### src/rtl/core/rspd_pkg.sv
// ----------------------------------------------------------------------------
// rspd_pkg
// Types, character codes and helpers shared by the packet deframer.
// ----------------------------------------------------------------------------
`default_nettype none

package rspd_pkg;

  localparam logic [7:0] CH_START = 8'h24;  // '$'
  localparam logic [7:0] CH_END   = 8'h23;  // '#'

  localparam int unsigned MAXP_BITS = 13;
  localparam int unsigned LEN_BITS  = 13;

  typedef enum logic [1:0] {
    KIND_DATA = 2'd0,
    KIND_ACK  = 2'd1,
    KIND_NAK  = 2'd2
  } kind_t;

  typedef enum logic [1:0] {
    PH_HUNT = 2'd0,
    PH_DATA = 2'd1,
    PH_CK1  = 2'd2,
    PH_CK2  = 2'd3
  } phase_t;

  typedef struct packed {
    kind_t                kind;
    logic [7:0]           payload_byte;
    logic [LEN_BITS-1:0]  packet_length;
    logic [7:0]           got_checksum;
    logic [7:0]           sum_checksum;
  } result_t;

  // Digit value in [3:0]; bit 4 set when c is not a hex digit.
  function automatic logic [4:0] hex_val(input logic [7:0] c);
    logic [4:0] v;
    begin
      v = 5'h10;
      if (c >= 8'h30 && c <= 8'h39) begin
        v = 5'(c - 8'h30);
      end else if (c >= 8'h61 && c <= 8'h66) begin
        v = 5'(c - 8'h61 + 8'd10);
      end else if (c >= 8'h41 && c <= 8'h46) begin
        v = 5'(c - 8'h41 + 8'd10);
      end
      return v;
    end
  endfunction

endpackage

`default_nettype wire

### src/rtl/core/rspd_parser.sv
// ----------------------------------------------------------------------------
// rspd_parser
// Frame state machine: hunts for the start marker, forwards payload bytes
// with a running sum, reads the two checksum characters and builds results.
// ----------------------------------------------------------------------------
`default_nettype none

module rspd_parser #(
  parameter int unsigned COUNT_BITS = 13
) (
  input  wire                              clk,
  input  wire                              rst,
  input  wire                              fire,
  input  wire  [7:0]                       rx_byte,
  input  wire  [rspd_pkg::MAXP_BITS-1:0]   max_payload,
  output logic                             res_load,
  output rspd_pkg::result_t                res
);

  localparam int unsigned LW =
    (COUNT_BITS > rspd_pkg::MAXP_BITS) ? COUNT_BITS : rspd_pkg::MAXP_BITS;

  rspd_pkg::phase_t        phase, phase_next;
  logic [7:0]              running_sum, running_sum_next;
  logic [COUNT_BITS-1:0]   byte_count, byte_count_next;
  logic [7:0]              first_hex_char, first_hex_char_next;

  logic [LW-1:0]           cnt_max_ext;
  logic [LW-1:0]           maxp_ext;
  logic [LW-1:0]           limit;
  logic [COUNT_BITS-1:0]   count_inc;
  logic [LW-1:0]           count_inc_ext;
  logic [LW-1:0]           count_ext;
  logic [4:0]              h1, h2;
  logic [7:0]              got;

  always_comb begin
    cnt_max_ext   = LW'({COUNT_BITS{1'b1}});
    maxp_ext      = LW'(max_payload);
    limit         = (maxp_ext < cnt_max_ext) ? maxp_ext : cnt_max_ext;
    count_inc     = byte_count + COUNT_BITS'(1);
    count_inc_ext = LW'(count_inc);
    count_ext     = LW'(byte_count);
    h1            = rspd_pkg::hex_val(first_hex_char);
    h2            = rspd_pkg::hex_val(rx_byte);
    if (h1[4]) begin
      got = 8'h00;
    end else if (h2[4]) begin
      got = {4'h0, h1[3:0]};
    end else begin
      got = {h1[3:0], h2[3:0]};
    end
  end

  always_comb begin
    phase_next          = phase;
    running_sum_next    = running_sum;
    byte_count_next     = byte_count;
    first_hex_char_next = first_hex_char;
    res_load            = 1'b0;
    res                 = '0;
    res.kind            = rspd_pkg::KIND_DATA;
    if (fire) begin
      case (phase)
        rspd_pkg::PH_HUNT: begin
          if (rx_byte == rspd_pkg::CH_START) begin
            running_sum_next = 8'h00;
            byte_count_next  = '0;
            phase_next = (limit == '0) ? rspd_pkg::PH_CK1 : rspd_pkg::PH_DATA;
          end
        end
        rspd_pkg::PH_DATA: begin
          if (rx_byte == rspd_pkg::CH_END) begin
            phase_next = rspd_pkg::PH_CK1;
          end else begin
            running_sum_next = running_sum + rx_byte;
            byte_count_next  = count_inc;
            // limit is checked after the byte is stored
            if (count_inc_ext >= limit) begin
              phase_next = rspd_pkg::PH_CK1;
            end
            res_load         = 1'b1;
            res.payload_byte = rx_byte;
          end
        end
        rspd_pkg::PH_CK1: begin
          first_hex_char_next = rx_byte;
          phase_next          = rspd_pkg::PH_CK2;
        end
        rspd_pkg::PH_CK2: begin
          res_load          = 1'b1;
          res.kind          = (got == running_sum) ? rspd_pkg::KIND_ACK
                                                   : rspd_pkg::KIND_NAK;
          res.packet_length = count_ext[rspd_pkg::LEN_BITS-1:0];
          res.got_checksum  = got;
          res.sum_checksum  = running_sum;
          phase_next          = rspd_pkg::PH_HUNT;
          running_sum_next    = 8'h00;
          byte_count_next     = '0;
          first_hex_char_next = 8'h00;
        end
        default: begin
          phase_next = rspd_pkg::PH_HUNT;
        end
      endcase
    end
  end

  always_ff @(posedge clk) begin
    if (rst) begin
      phase          <= rspd_pkg::PH_HUNT;
      running_sum    <= 8'h00;
      byte_count     <= '0;
      first_hex_char <= 8'h00;
    end else begin
      phase          <= phase_next;
      running_sum    <= running_sum_next;
      byte_count     <= byte_count_next;
      first_hex_char <= first_hex_char_next;
    end
  end

endmodule

`default_nettype wire

### src/rtl/core/rsp_packet_deframer_core.sv
// ----------------------------------------------------------------------------
// rsp_packet_deframer_core
// Receive-side deframer for remote serial protocol packets.
// ----------------------------------------------------------------------------
// Takes one link byte per request and sustains one byte per cycle while the
// consumer takes results. A byte is registered at the input. Once the output
// register is free, the frame logic updates its state and loads at most one
// result into the output register. A result is therefore presented in the
// cycle after the edge that accepts the byte behind the input register. rx_stall
// rises only while a byte waits in the input register and the output register
// holds a result that the consumer is stalling. Results: kind DATA for every
// payload byte, then ACK or NAK with length and both checksums at packet end.
`default_nettype none

module rsp_packet_deframer_core #(
  parameter int unsigned COUNT_BITS = 13
) (
  input  wire         clk,
  input  wire         rst,
  // received bytes
  input  wire         rx_valid,
  output logic        rx_stall,
  input  wire  [7:0]  rx_byte,
  // results
  output logic        res_valid,
  input  wire         res_stall,
  output logic [1:0]  kind,
  output logic [7:0]  payload_byte,
  output logic [12:0] packet_length,
  output logic [7:0]  got_checksum,
  output logic [7:0]  sum_checksum,
  // configuration
  input  wire         psel,
  input  wire         penable,
  input  wire         pwrite,
  input  wire  [2:0]  paddr,
  input  wire  [31:0] pwdata,
  output logic [31:0] prdata,
  output logic        pready
);

  logic                               s1_valid;
  logic [7:0]                         s1_byte;
  logic                               s1_fire;
  logic                               out_free;
  logic [rspd_pkg::MAXP_BITS-1:0]     max_payload;
  logic                               res_load;
  rspd_pkg::result_t                  res_comb;
  rspd_pkg::result_t                  res_q;

  assign pready   = 1'b1;
  assign out_free = !res_valid || !res_stall;
  assign s1_fire  = s1_valid && out_free;
  assign rx_stall = s1_valid && !out_free;

  // config register, word 0
  always_ff @(posedge clk) begin
    if (rst) begin
      max_payload <= rspd_pkg::MAXP_BITS'(255);
    end else if (psel && penable && pwrite && !paddr[2]) begin
      max_payload <= pwdata[rspd_pkg::MAXP_BITS-1:0];
    end
  end

  always_comb begin
    prdata = '0;
    if (!paddr[2]) begin
      prdata = 32'(max_payload);
    end
  end

  // input register
  always_ff @(posedge clk) begin
    if (rst) begin
      s1_valid <= 1'b0;
    end else if (!rx_stall) begin
      s1_valid <= rx_valid;
    end
  end

  always_ff @(posedge clk) begin
    if (rx_valid && !rx_stall) begin
      s1_byte <= rx_byte;
    end
  end

  rspd_parser #(
    .COUNT_BITS (COUNT_BITS)
  ) u_parser (
    .clk         (clk),
    .rst         (rst),
    .fire        (s1_fire),
    .rx_byte     (s1_byte),
    .max_payload (max_payload),
    .res_load    (res_load),
    .res         (res_comb)
  );

  // result register
  always_ff @(posedge clk) begin
    if (rst) begin
      res_valid <= 1'b0;
    end else if (s1_fire && res_load) begin
      res_valid <= 1'b1;
    end else if (!res_stall) begin
      res_valid <= 1'b0;
    end
  end

  always_ff @(posedge clk) begin
    if (s1_fire && res_load) begin
      res_q <= res_comb;
    end
  end

  assign kind          = res_q.kind;
  assign payload_byte  = res_q.payload_byte;
  assign packet_length = res_q.packet_length;
  assign got_checksum  = res_q.got_checksum;
  assign sum_checksum  = res_q.sum_checksum;

endmodule

`default_nettype wire

### config.mk
export PLATFORM = sky130hd
export DESIGN_NAME = rsp_packet_deframer_core
export DESIGN_NICKNAME = d
export VERILOG_FILES = /design/src/rtl/core/rspd_pkg.sv /design/src/rtl/core/rspd_parser.sv /design/src/rtl/core/rsp_packet_deframer_core.sv
export SDC_FILE = /design/constraint.sdc
export NUM_CORES = 1
export LEC_CHECK = 0
export BUFFER_PORTS_ARGS = -buffer_cell sky130_fd_sc_hd__clkbuf_2
export CAP_MARGIN = 20
export CORE_ASPECT_RATIO = 1.75
export CORE_MARGIN = 2
export CORE_UTILIZATION = 54
export DETAILED_ROUTE_END_ITERATION = 6
export PLACE_DENSITY = 0.8
export SYNTH_ARGS = -nofsm -noshare
export SYNTH_HDL_FRONTEND = slang
export SYNTH_SLANG_ARGS = --single-unit
export TNS_END_PERCENT = 100
### constraint.sdc
create_clock -name clk -period 3.45 [get_ports clk]
set_input_delay 0.345 -clock clk [delete_from_list [all_inputs] [get_ports clk]]
set_output_delay 0.345 -clock clk [all_outputs]
set_load 0.02 [all_outputs]
======== After elaboration in Yosys (flattened, before gate mapping) ========
Index checks and enable logic that the tools add are counted.
cells by class
  $add $sub $neg .......................... 12
  multipliers ............................. 0
  divide/modulo/power cells ............... 0
  $lt $le $gt $ge ......................... 14
  eq/ne operators ......................... 10
  shifts and indexed selects .............. 0
  multiplexer cells ....................... 28
  bitwise logic cells ..................... 2
  reductions and logical operators ........ 28
operator list
  cell                   number
  $mux 13                4
  $pmux 13 s3            1
  $ge 8x7->1 const B     4
  $le 8x7->1 const B     4
  $mux 8                 4
  $mux 5                 6
  $pmux 8 s3             1
  $add 5x4->5 const B    4
  $sub 5x1->5 const B    4
  $eq 8x6->1 const B     2
  $ge 8x6->1 const B     2
  $le 8x6->1 const B     2
  $pmux 8 s2             1
  $add 13x1->13 const B  1
  $ge 13x13->1           1
  $logic_and 1x1->1      13
  $logic_not 13->1       1
  $lt 13x13->1 const B   1
  $mux 2                 5
  $sub 5x5->5 const B    2
  $add 8x8->8            1
  $eq 8x8->1             1
  $pmux 2 s4             1
  $logic_not 1->1        5
  16 further kinds       23
storage, ports and cells
  register bits ........................... 93
  bits in latches ......................... 0
  memory bits (writable) .................. 0
  memory bits (read-only) ................. 0
  logic and storage cells ................. 107
  memories kept ........................... 0

======== Longest topological paths before layout ========
Gate-level depths: netlist of run 1.
  word-level depth ........................ 9
  gate-level depth with buffers ........... 14
  depth with buffers taken out ............ 14

======== Cells and area by module ========
A second synthesis of run 1 with hierarchy kept.
unflattened totals
  cells, all modules ...................... 546
  area total of the unflattened synthesis .. 5,261.3 um^2
by module, submodules not included
  module                    instances  cells each  area each (um^2)  sequential area each (um^2)
  rspd_parser               1          393         2,947.8           620.6
  rsp_packet_deframer_core  1          153         2,313.5           1,711.6

======== Least setup slack after synthesis of run 1 ========
No wires, ideal clock.
  path type ............................... flip-flop to flip-flop
  start ................................... register u_parser.byte_count[0]
  end ..................................... register u_parser.phase[1]
  library setup time ...................... 122 ps
  data arrival time ....................... 2,801 ps
  data required time ...................... 3,328 ps
  slack ................................... 527 ps
  stages on the path, launching flop included .. 15
  period minus slack after synthesis ...... 2,923 ps
  path through ............................ dfxtp_1 -> ha_1 -> nand3_1 -> or2_2 -> inv_1 -> nand3_1 -> nor2_1 -> xor2_1 -> ha_1 -> a21o_1 -> a21o_1 -> a211oi_1 -> o21a_1 -> o21ai_0 -> o311a_1
on the way
  cells in the longest elaborated chain, start to end .. 4
ends and longest elaborated chain
  what                        line                RTL
  start, declared             rspd_parser.sv:25   logic [COUNT_BITS-1:0] byte_count, byte_count_next;
  start signal, assigned      rspd_parser.sv:118  byte_count <= byte_count_next;
  $add 13x1->13               rspd_parser.sv:41   count_inc = byte_count + COUNT_BITS'(1);
  $ge 13x13->1                rspd_parser.sv:79   if (count_inc_ext >= limit) begin
  $ne 3x1->1 (no line)        n/a
  $reduce_and 3->1 (no line)  n/a
  end signal, assigned        rspd_parser.sv:111  phase <= rspd_pkg::PH_HUNT;
  end signal, assigned        rspd_parser.sv:116  phase <= phase_next;
  end, declared               rspd_parser.sv:23   rspd_pkg::phase_t phase, phase_next;
No other way between the ends.
A chain may end at the register's enable or synchronous reset.

======== Worst setup path after layout of run 1 ========
  start ................................... register s1_byte[0]
  end ..................................... register res_q (netlist bit kind[1]), data pin
on the way
  cells in the longest elaborated chain, start to end .. 9
ends and longest elaborated chain
  what                                                     line                                            RTL
  start, declared                                          rsp_packet_deframer_core.sv:43                  logic [7:0] s1_byte;
  start signal, assigned                                   rsp_packet_deframer_core.sv:83                  s1_byte <= rx_byte;
  $sub 5x1->5, or another cell as far along                rspd_pkg.sv:44, rspd_pkg.sv:46
  $add 5x4->5 / $logic_and 1x1->1 (equally long branches)  rspd_pkg.sv:44, rspd_pkg.sv:46, rspd_pkg.sv:45
  $mux 5                                                   rspd_pkg.sv:45                                  end else if (c >= 8'h41 && c <= 8'h46) begin
  $mux 5                                                   rspd_pkg.sv:43                                  end else if (c >= 8'h61 && c <= 8'h66) begin
  $mux 5 (*)                                               rspd_pkg.sv:41                                  if (c >= 8'h30 && c <= 8'h39) begin
  $mux 8 (*)                                               rspd_parser.sv:48                               end else if (h2[4]) begin
  $mux 8 (*)                                               rspd_parser.sv:46                               if (h1[4]) begin
  $eq 8x8->1 (*)                                           rspd_parser.sv:92                               res.kind = (got == running_sum) ? rspd_pkg::KIND_ACK
  $mux 2 (*)                                               rspd_parser.sv:92
  end signal, assigned                                     rsp_packet_deframer_core.sv:112                 res_q <= res_comb;
  end, declared                                            rsp_packet_deframer_core.sv:49                  rspd_pkg::result_t res_q;
Every way passes the cells marked *; elsewhere a longest branch is shown, timed or not.

==> results of run 1 <==
## stage by stage
stage	power (W)	hold slack, ps	instance area (µm²)	cells	util
global placement	0.00134	463	5720	753	0.604
CTS	0.00252	168	6080	769	0.642
global route	0.00259	168	6100	769	0.645
finish	0.00252	174	6100	769	0.645
floorplan	0.00131	444	5340	582	-
detailed placement	0.00134	474	5720	753	0.604
## synthesized netlist by cell type (6+ instances only)
master    number
nor2_1        57
a21o_1        10
and2_1        21
a211o_1        6
inv_1         28
a21oi_1       35
and3_1         8
o211ai_1      12
dfxtp_1       46
nand3_1       23
nor3_1        11
clkbuf_1      14
ha_1          33
nor2b_1        6
o21ai_0       16
nand2_1       57
xnor2_1       16
buf_4         21
a22oi_1       12
edfxtp_1      47
## cell families (layout without fill, tap and decap cells)
family                   Yosys count  count (layout)
AO/OA/AOI/OAI                    121             121
multiplexers                       5               5
other                              2              20
XOR/XNOR                          21              21
adder cells (fa/ha/maj)           34              34
AND/OR/NAND/NOR                  220             220
flip-flops                        93              93
buffers and inverters             68             133
## critical path: cells and delay by family, from the launching register on
family,cells,cell delay [ps]
flip-flops,1,440
adder cells (fa/ha/maj),1,210
buffers and inverters,1,190
AND/OR/NAND/NOR,4,920
AO/OA/AOI/OAI,4,1190
## sequential cells by signal (all words and copies together) (netlist names), 2 cells and up
name / cells
s1_byte: 8
packet_length: 13
kind: 2
u_parser.byte_count: 13
got_checksum: 8
max_payload: 13
u_parser.phase: 2
u_parser.first_hex_char: 8
sum_checksum: 8
payload_byte: 8
u_parser.running_sum: 8
## cells in the final DEF (no fill, tap or decap), types with 20 or more instances in the layout
master / count
nand2_1: 57
dfxtp_1: 45
ha_1: 32
inv_1: 28
edfxtp_1: 47
and2_1: 21
nand3_1: 21
a21oi_1: 35
conb_1: 20
nor2_1: 56
clkbuf_2: 82
## area by class of cell
cell class,count,share of cell area
multi-input combinational,421,0.440
sequential,93,0.382
timing repair buffer,88,0.0746
clock buffer,10,0.0375
tap,122,0.0250
clock inverter,6,0.0221
inverter,29,0.0178
## routing by layer
metal  GRT usage  vias up
met5           0        -
met4       0.138        0
met3      0.0448       45
met2       0.462      207
met1       0.250     2068
li1            -     2114
## power breakdown
group	internal, W	switching (W)
Clock	0.000781	0.000419
Sequential	0.00116	0.0000157
Combinational	0.0000477	0.0000945
## worst min path at each step
| stage | startpoint | to | slack (ps) | depth (start not counted) |
|---|---|---|---|---|
| floorplan | rx_byte[0] | s1_byte[0] | 440 | 0 |
| global placement | max_payload[9] | max_payload[9] | 460 | 2 |
| detailed placement | max_payload[9] | max_payload[9] | 470 | 2 |
| CTS | rx_byte[6] | s1_byte[6] | 170 | 1 |
| global route | rx_byte[6] | s1_byte[6] | 170 | 1 |
| finish | rx_byte[7] | s1_byte[7] | 170 | 1 |
==> summary.md, run 1 <==
| Metric | Value |
|---|---|
| Layout cells sized above 1 | `0.185` |
| Placer congestion estimate | `0.971` |
| DRT Wirelength | `12400 µm` |
| Slew headroom | `0.317` |
| Vias post-DR | `4434` |
| Status | `complete, no violations` |
| Iteration-0 DRC count of the detailed router | `279` |
| Multiplexer share of the synthesized area | `0.00997` |
| Global-route wire length before repair | `20500 µm` |
| Vias/cell | `5.77` |
| Num rows | `47` |
| Overall routing resource usage | `0.247` |
| Worst-path cell with the longest stage delay | `o41a_1` |
| Metal3 WL | `652 µm` |
| Starting Density | `0.556` |
| Setup crit start kind | `flip-flop` |
| DR pass1 iterations | `5` |
| Worst slack, placed | `202 ps` |
| I/O Pins | `124` |
| R2R Setup Slk | `250 ps` |
| Yosys reg bits | `93` |
| Number of distinct library cells after synthesis | `66` |
| Clk sinks | `93` |
| M1 WL | `4350 µm` |
| Hold crit path type | `in -> reg` |
| Final setup vio count | `0` |
| Final TNS setup | `0 ps` |
| Post-Synth Adder-Cell Area | `0.0822` |
| H-tree levels | `3` |
| Final Hold Fails | `0` |
| Worst r2r dst | `kind[1]` |
| Share of Yosys cell area claimed by the top area cell type | `0.268` |
| Register-to-Register Path Depth | `10` |
| CP startpoint | `s1_byte[0]` |
| Worst Max-Slew Pin Slew | `1020 ps` |
| Clock Root Buffer | `clkbuf_16` |
| DPL Wire Length | `9180 µm` |
| Synth async-reset ratio | `0` |
| Nets | `726` |
| Largest family of logic cells by synthesized area | `simple AND/OR/NAND/NOR gates` |
| RSZ-0062 raised after global routing | `false` |
| Top cells by area, synth | `edfxtp_1 27%, dfxtp_1 17%, ha_1 7.8%` |
| Post-CTS Setup Inserts | `0` |
| YS warnings | `0` |
| CTS tree | `yes` |
| Max cap viols | `0` |
| Area Overhead vs Synth | `15.8%` |
| Synth Area in Compound Gates | `0.156` |
| GR Overflow Total | `0` |
| Ant. Diodes | `0` |
| I/O Buffers | `82` |
| Via count of the first global-routing pass | `4384` |
| DR WL met2 | `6910 µm` |
| Die area | `0.0106 mm²` |
| Core ar. | `0.00947 mm²` |
| CTS clk-pin slew, worst paths | `60 ps` |
| Ys flop type | `edfxtp_1` |
| Critical path arrival | `3300 ps` |
| Reg2reg start | `s1_byte[0]` |
| Area of the multi-input gates | `0.00269 mm²` |
| Number of synthesized flops with an enable pin | `47` |
| Simple-Gate Fraction of Synth Area | `0.209` |
| Pwr Density | `413 mW/mm²` |
| Clock Latency Late Sink | `340 ps` |
| Fillers | `769` |
| Largest area contributor in the netlist | `edfxtp_1` |
| Cell breakdown of the critical path | `buf_4 -> ha_1 -> a21oi_1 -> nand3_1 -> o21ai_0 -> nor2_1 -> o41a_1 -> nor4bb_1 -> o2111ai_1 -> and2_1` |
| Worst VDD drop | `0.295 mV` |
| Worst setup path end | `kind[1]` |
| Die W | `78.7 µm` |
| Highest routed layer | `met4` |
| CP peak stage delay | `470 ps` |
| Register area | `0.00233 mm²` |
| Post-synthesis sequential area ratio | `0.443` |
| Worst Clk Skew | `5.57 ps` |
| Chip height | `135 µm` |
| Largest net degree at the start of global routing | `40` |
| Initial antenna violation count | `0` |
| Final slew viol count | `0` |
| Critical path class | `reg -> reg` |
| CP Max Fanout | `6` |
| Period Utilization, post-route | `0.928` |
| Post-CTS Hold Buffers | `0` |
| Syn Inst Count | `564` |
| Setup WS post-layout | `248 ps` |
| Synth Area in XOR/XNOR | `0.0349` |
| Avg Cell Area, Syn | `9.34 µm²` |
| Worst EP required | `3540 ps` |
| P_leak | `2.60 nW` |
| Drt wl/cell | `16.1 µm` |
| Remaining routing DRC violations | `0` |
| Tmin final | `3200 ps` |
| Detail Route Antenna Nets | `0` |
| Post-CTS Resized | `0` |
| Max Fclk | `312 MHz` |
| Critical path endpoint category | `flip-flop` |
| Num CTS Buffers | `9` |
| Netlist Area Pre-Place | `0.00527 mm²` |
| Clock Tree Buf Depth | `2` |
Note: power is estimated with default switching activity, not from simulation.
==> inputs of run 2 (changes only) <==
--- a/config.mk
+++ b/config.mk
@@ -7,11 +7,13 @@
 export LEC_CHECK = 0
 export BUFFER_PORTS_ARGS = -buffer_cell sky130_fd_sc_hd__clkbuf_2
 export CAP_MARGIN = 20
+export CELL_PAD_IN_SITES_DETAIL_PLACEMENT = 1
+export CELL_PAD_IN_SITES_GLOBAL_PLACEMENT = 2
 export CORE_ASPECT_RATIO = 1.75
 export CORE_MARGIN = 2
-export CORE_UTILIZATION = 54
+export CORE_UTILIZATION = 33
 export DETAILED_ROUTE_END_ITERATION = 6
-export PLACE_DENSITY = 0.8
+export PLACE_DENSITY_LB_ADDON = 0.1
 export SYNTH_ARGS = -nofsm -noshare
 export SYNTH_HDL_FRONTEND = slang
 export SYNTH_SLANG_ARGS = --single-unit
==> run 2 against run 1 <==
Count of clock-buffer cells in the layout is 1 higher; sequential share of layout area is 0.80 points lower; hold slack worse by 3.8 ps; flip-flop and latch count stayed put; total power is 5.9% lower; highest routed layer unchanged.
==> summary.md, run 2 (synthesis results as in run 1) <==
| Metric | Value |
|---|---|
| Status | `complete, no violations` |
| DP Cell Count | `835` |
| Num CTS Buffers | `9` |
| Critical path endpoint category | `flip-flop` |
| Min-delay src | `rx_byte[6]` |
| Placer congestion estimate | `0.896` |
| Final setup vio count | `0` |
| DPL Wire Length | `12600 µm` |
| Pwr Density | `381 mW/mm²` |
| Layout cells sized above 1 | `0.195` |
| Setup crit start kind | `flip-flop` |
| Critical path class | `reg -> reg` |
| Critical path arrival | `3280 ps` |
| Non-Filler Instances | `851` |
| Worst VDD drop | `0.310 mV` |
| Post-CTS Resized | `0` |
| Die W | `99.5 µm` |
| Remaining routing DRC violations | `0` |
| Tmin final | `3170 ps` |
| Area Overhead vs Synth | `18.2%` |
| I/O Pins | `124` |
| Slew headroom | `0.305` |
| Commonest non-fill, non-tap cell in the layout | `clkbuf_2` |
| Most frequent cells in the layout | `82 x clkbuf_2, 57 x nand2_1, 57 x nor2_1` |
| Reg2reg start | `u_parser.first_hex_char[1]` |
| CP startpoint | `u_parser.first_hex_char[1]` |
| Vias/cell | `5.22` |
| Clock Tree Buf Depth | `2` |
| Clock Root Buffer | `clkbuf_16` |
| H-tree levels | `3` |
| Core ar. | `0.0157 mm²` |
| Iteration-0 DRC count of the detailed router | `62` |
| Post-CTS Setup Inserts | `0` |
| Nets | `741` |
| Post-CTS Hold Buffers | `0` |
| Global-route wire length before repair | `25900 µm` |
| Fillers | `1848` |
| Final Util | `0.396` |
| GR Overflow Total | `0` |
| Drt wl/cell | `19.4 µm` |
| Largest net degree at the start of global routing | `39` |
| Hold crit path type | `in -> reg` |
| Detail Route Antenna Nets | `0` |
| DR pass1 iterations | `4` |
| I/O Buffers | `82` |
| Final slew viol count | `0` |
| Period Utilization, post-route | `0.920` |
| Ant. Diodes | `0` |
| Final Hold Fails | `0` |
| Worst Max-Slew Pin Slew | `1040 ps` |
| RSZ-0062 raised after global routing | `false` |
| Final TNS setup | `0 ps` |
| Die area | `0.0170 mm²` |
| Register-to-Register Path Depth | `11` |
| Tot Pwr | `0.00237 W` |
| Chip height | `171 µm` |
| P_leak | `2.65 nW` |
| Clock Latency Late Sink | `350 ps` |
| Overall routing resource usage | `0.201` |
| Max cap viols | `0` |
| DRT Wirelength | `16500 µm` |
| Vias post-DR | `4446` |
| Cell breakdown of the critical path | `inv_1 -> ha_1 -> or3b_2 -> o211a_1 -> o21ai_0 -> nor3_1 -> o41a_1 -> nor4bb_1 -> buf_4 -> o2111ai_1 -> and2_1` |
| Via count of the first global-routing pass | `4746` |
| Starting Density | `0.335` |
| CTS tree | `yes` |
| Num rows | `61` |
| Clk sinks | `93` |
| Max Fclk | `315 MHz` |
| CP Max Fanout | `6` |
| Worst-path cell with the longest stage delay | `or3b_2` |
| Worst Clk Skew | `11.7 ps` |
| CTS clk-pin slew, worst paths | `70 ps` |
| Initial antenna violation count | `0` |
| CP peak stage delay | `460 ps` |
| Worst EP required | `3560 ps` |
| Hold path cells | `1` |
==> run 2: cell types whose count changed in the layout (fill, tap and decap cells not counted), moves of 2 or more <==
cell        change
clkinv_4        +3
bufinv_16       -3
clkinvlp_4      -2
nand3_2         -2
nand3_1         +2
buf_4          +14
==> run 2: worst paths after layout <==
kind / slack (ps) / end
min: 170 / s1_byte[6]
max reg2reg: 280 / kind[1]
max: 280 / kind[1]
min reg2reg: 490 / max_payload[9]
==> run 2: stage by stage <==
step | setup WS (ps) | hold WS, ps | instance area [µm²]
floorplan | 527 | 444 | 5340
global placement | 280 | 476 | 5920
detailed placement | 272 | 476 | 5920
CTS | 240 | 162 | 6230
global route | 15.5 | 163 | 6230
finish | 277 | 170 | 6230
==> run 2: routing by layer <==
metal	share of wire	track usage	vias up	wire, µm
met2	0.58	0.401	83	9610
met1	0.36	0.202	2186	5860
li1	-	-	2150	-
met3	0.027	0.0237	27	443
met4	0.034	0.0881	0	557
met5	0	0	-	0
==> run 2: worst max-delay path: cells and delay by family, from the launching register on <==
kind / cells / cell delay (ps)
adder cells (fa/ha/maj): 1 / 210
AO/OA/AOI/OAI: 4 / 850
flip-flops: 1 / 430
AND/OR/NAND/NOR: 4 / 1160
buffers and inverters: 2 / 270
==> run 2: area by class of cell <==
cell class | instances | area, µm² | share of cell area
Timing Repair Buffer | 103 | 581 | 0.0932
Sequential cell | 93 | 2330 | 0.374
Clock buffer | 11 | 243 | 0.0390
Multi-Input combinational cell | 421 | 2670 | 0.428
Clock inverter | 5 | 60.1 | 0.00964
Tap cell | 189 | 236 | 0.0380
Inverter | 29 | 109 | 0.0175
==> run 2: report_power, final <==
group | internal (W) | switching (W)
Sequential | 0.00116 | 0.0000150
Combinational | 0.0000524 | 0.000105
Clock | 0.000584 | 0.000452
Total | 0.00180 | 0.000573
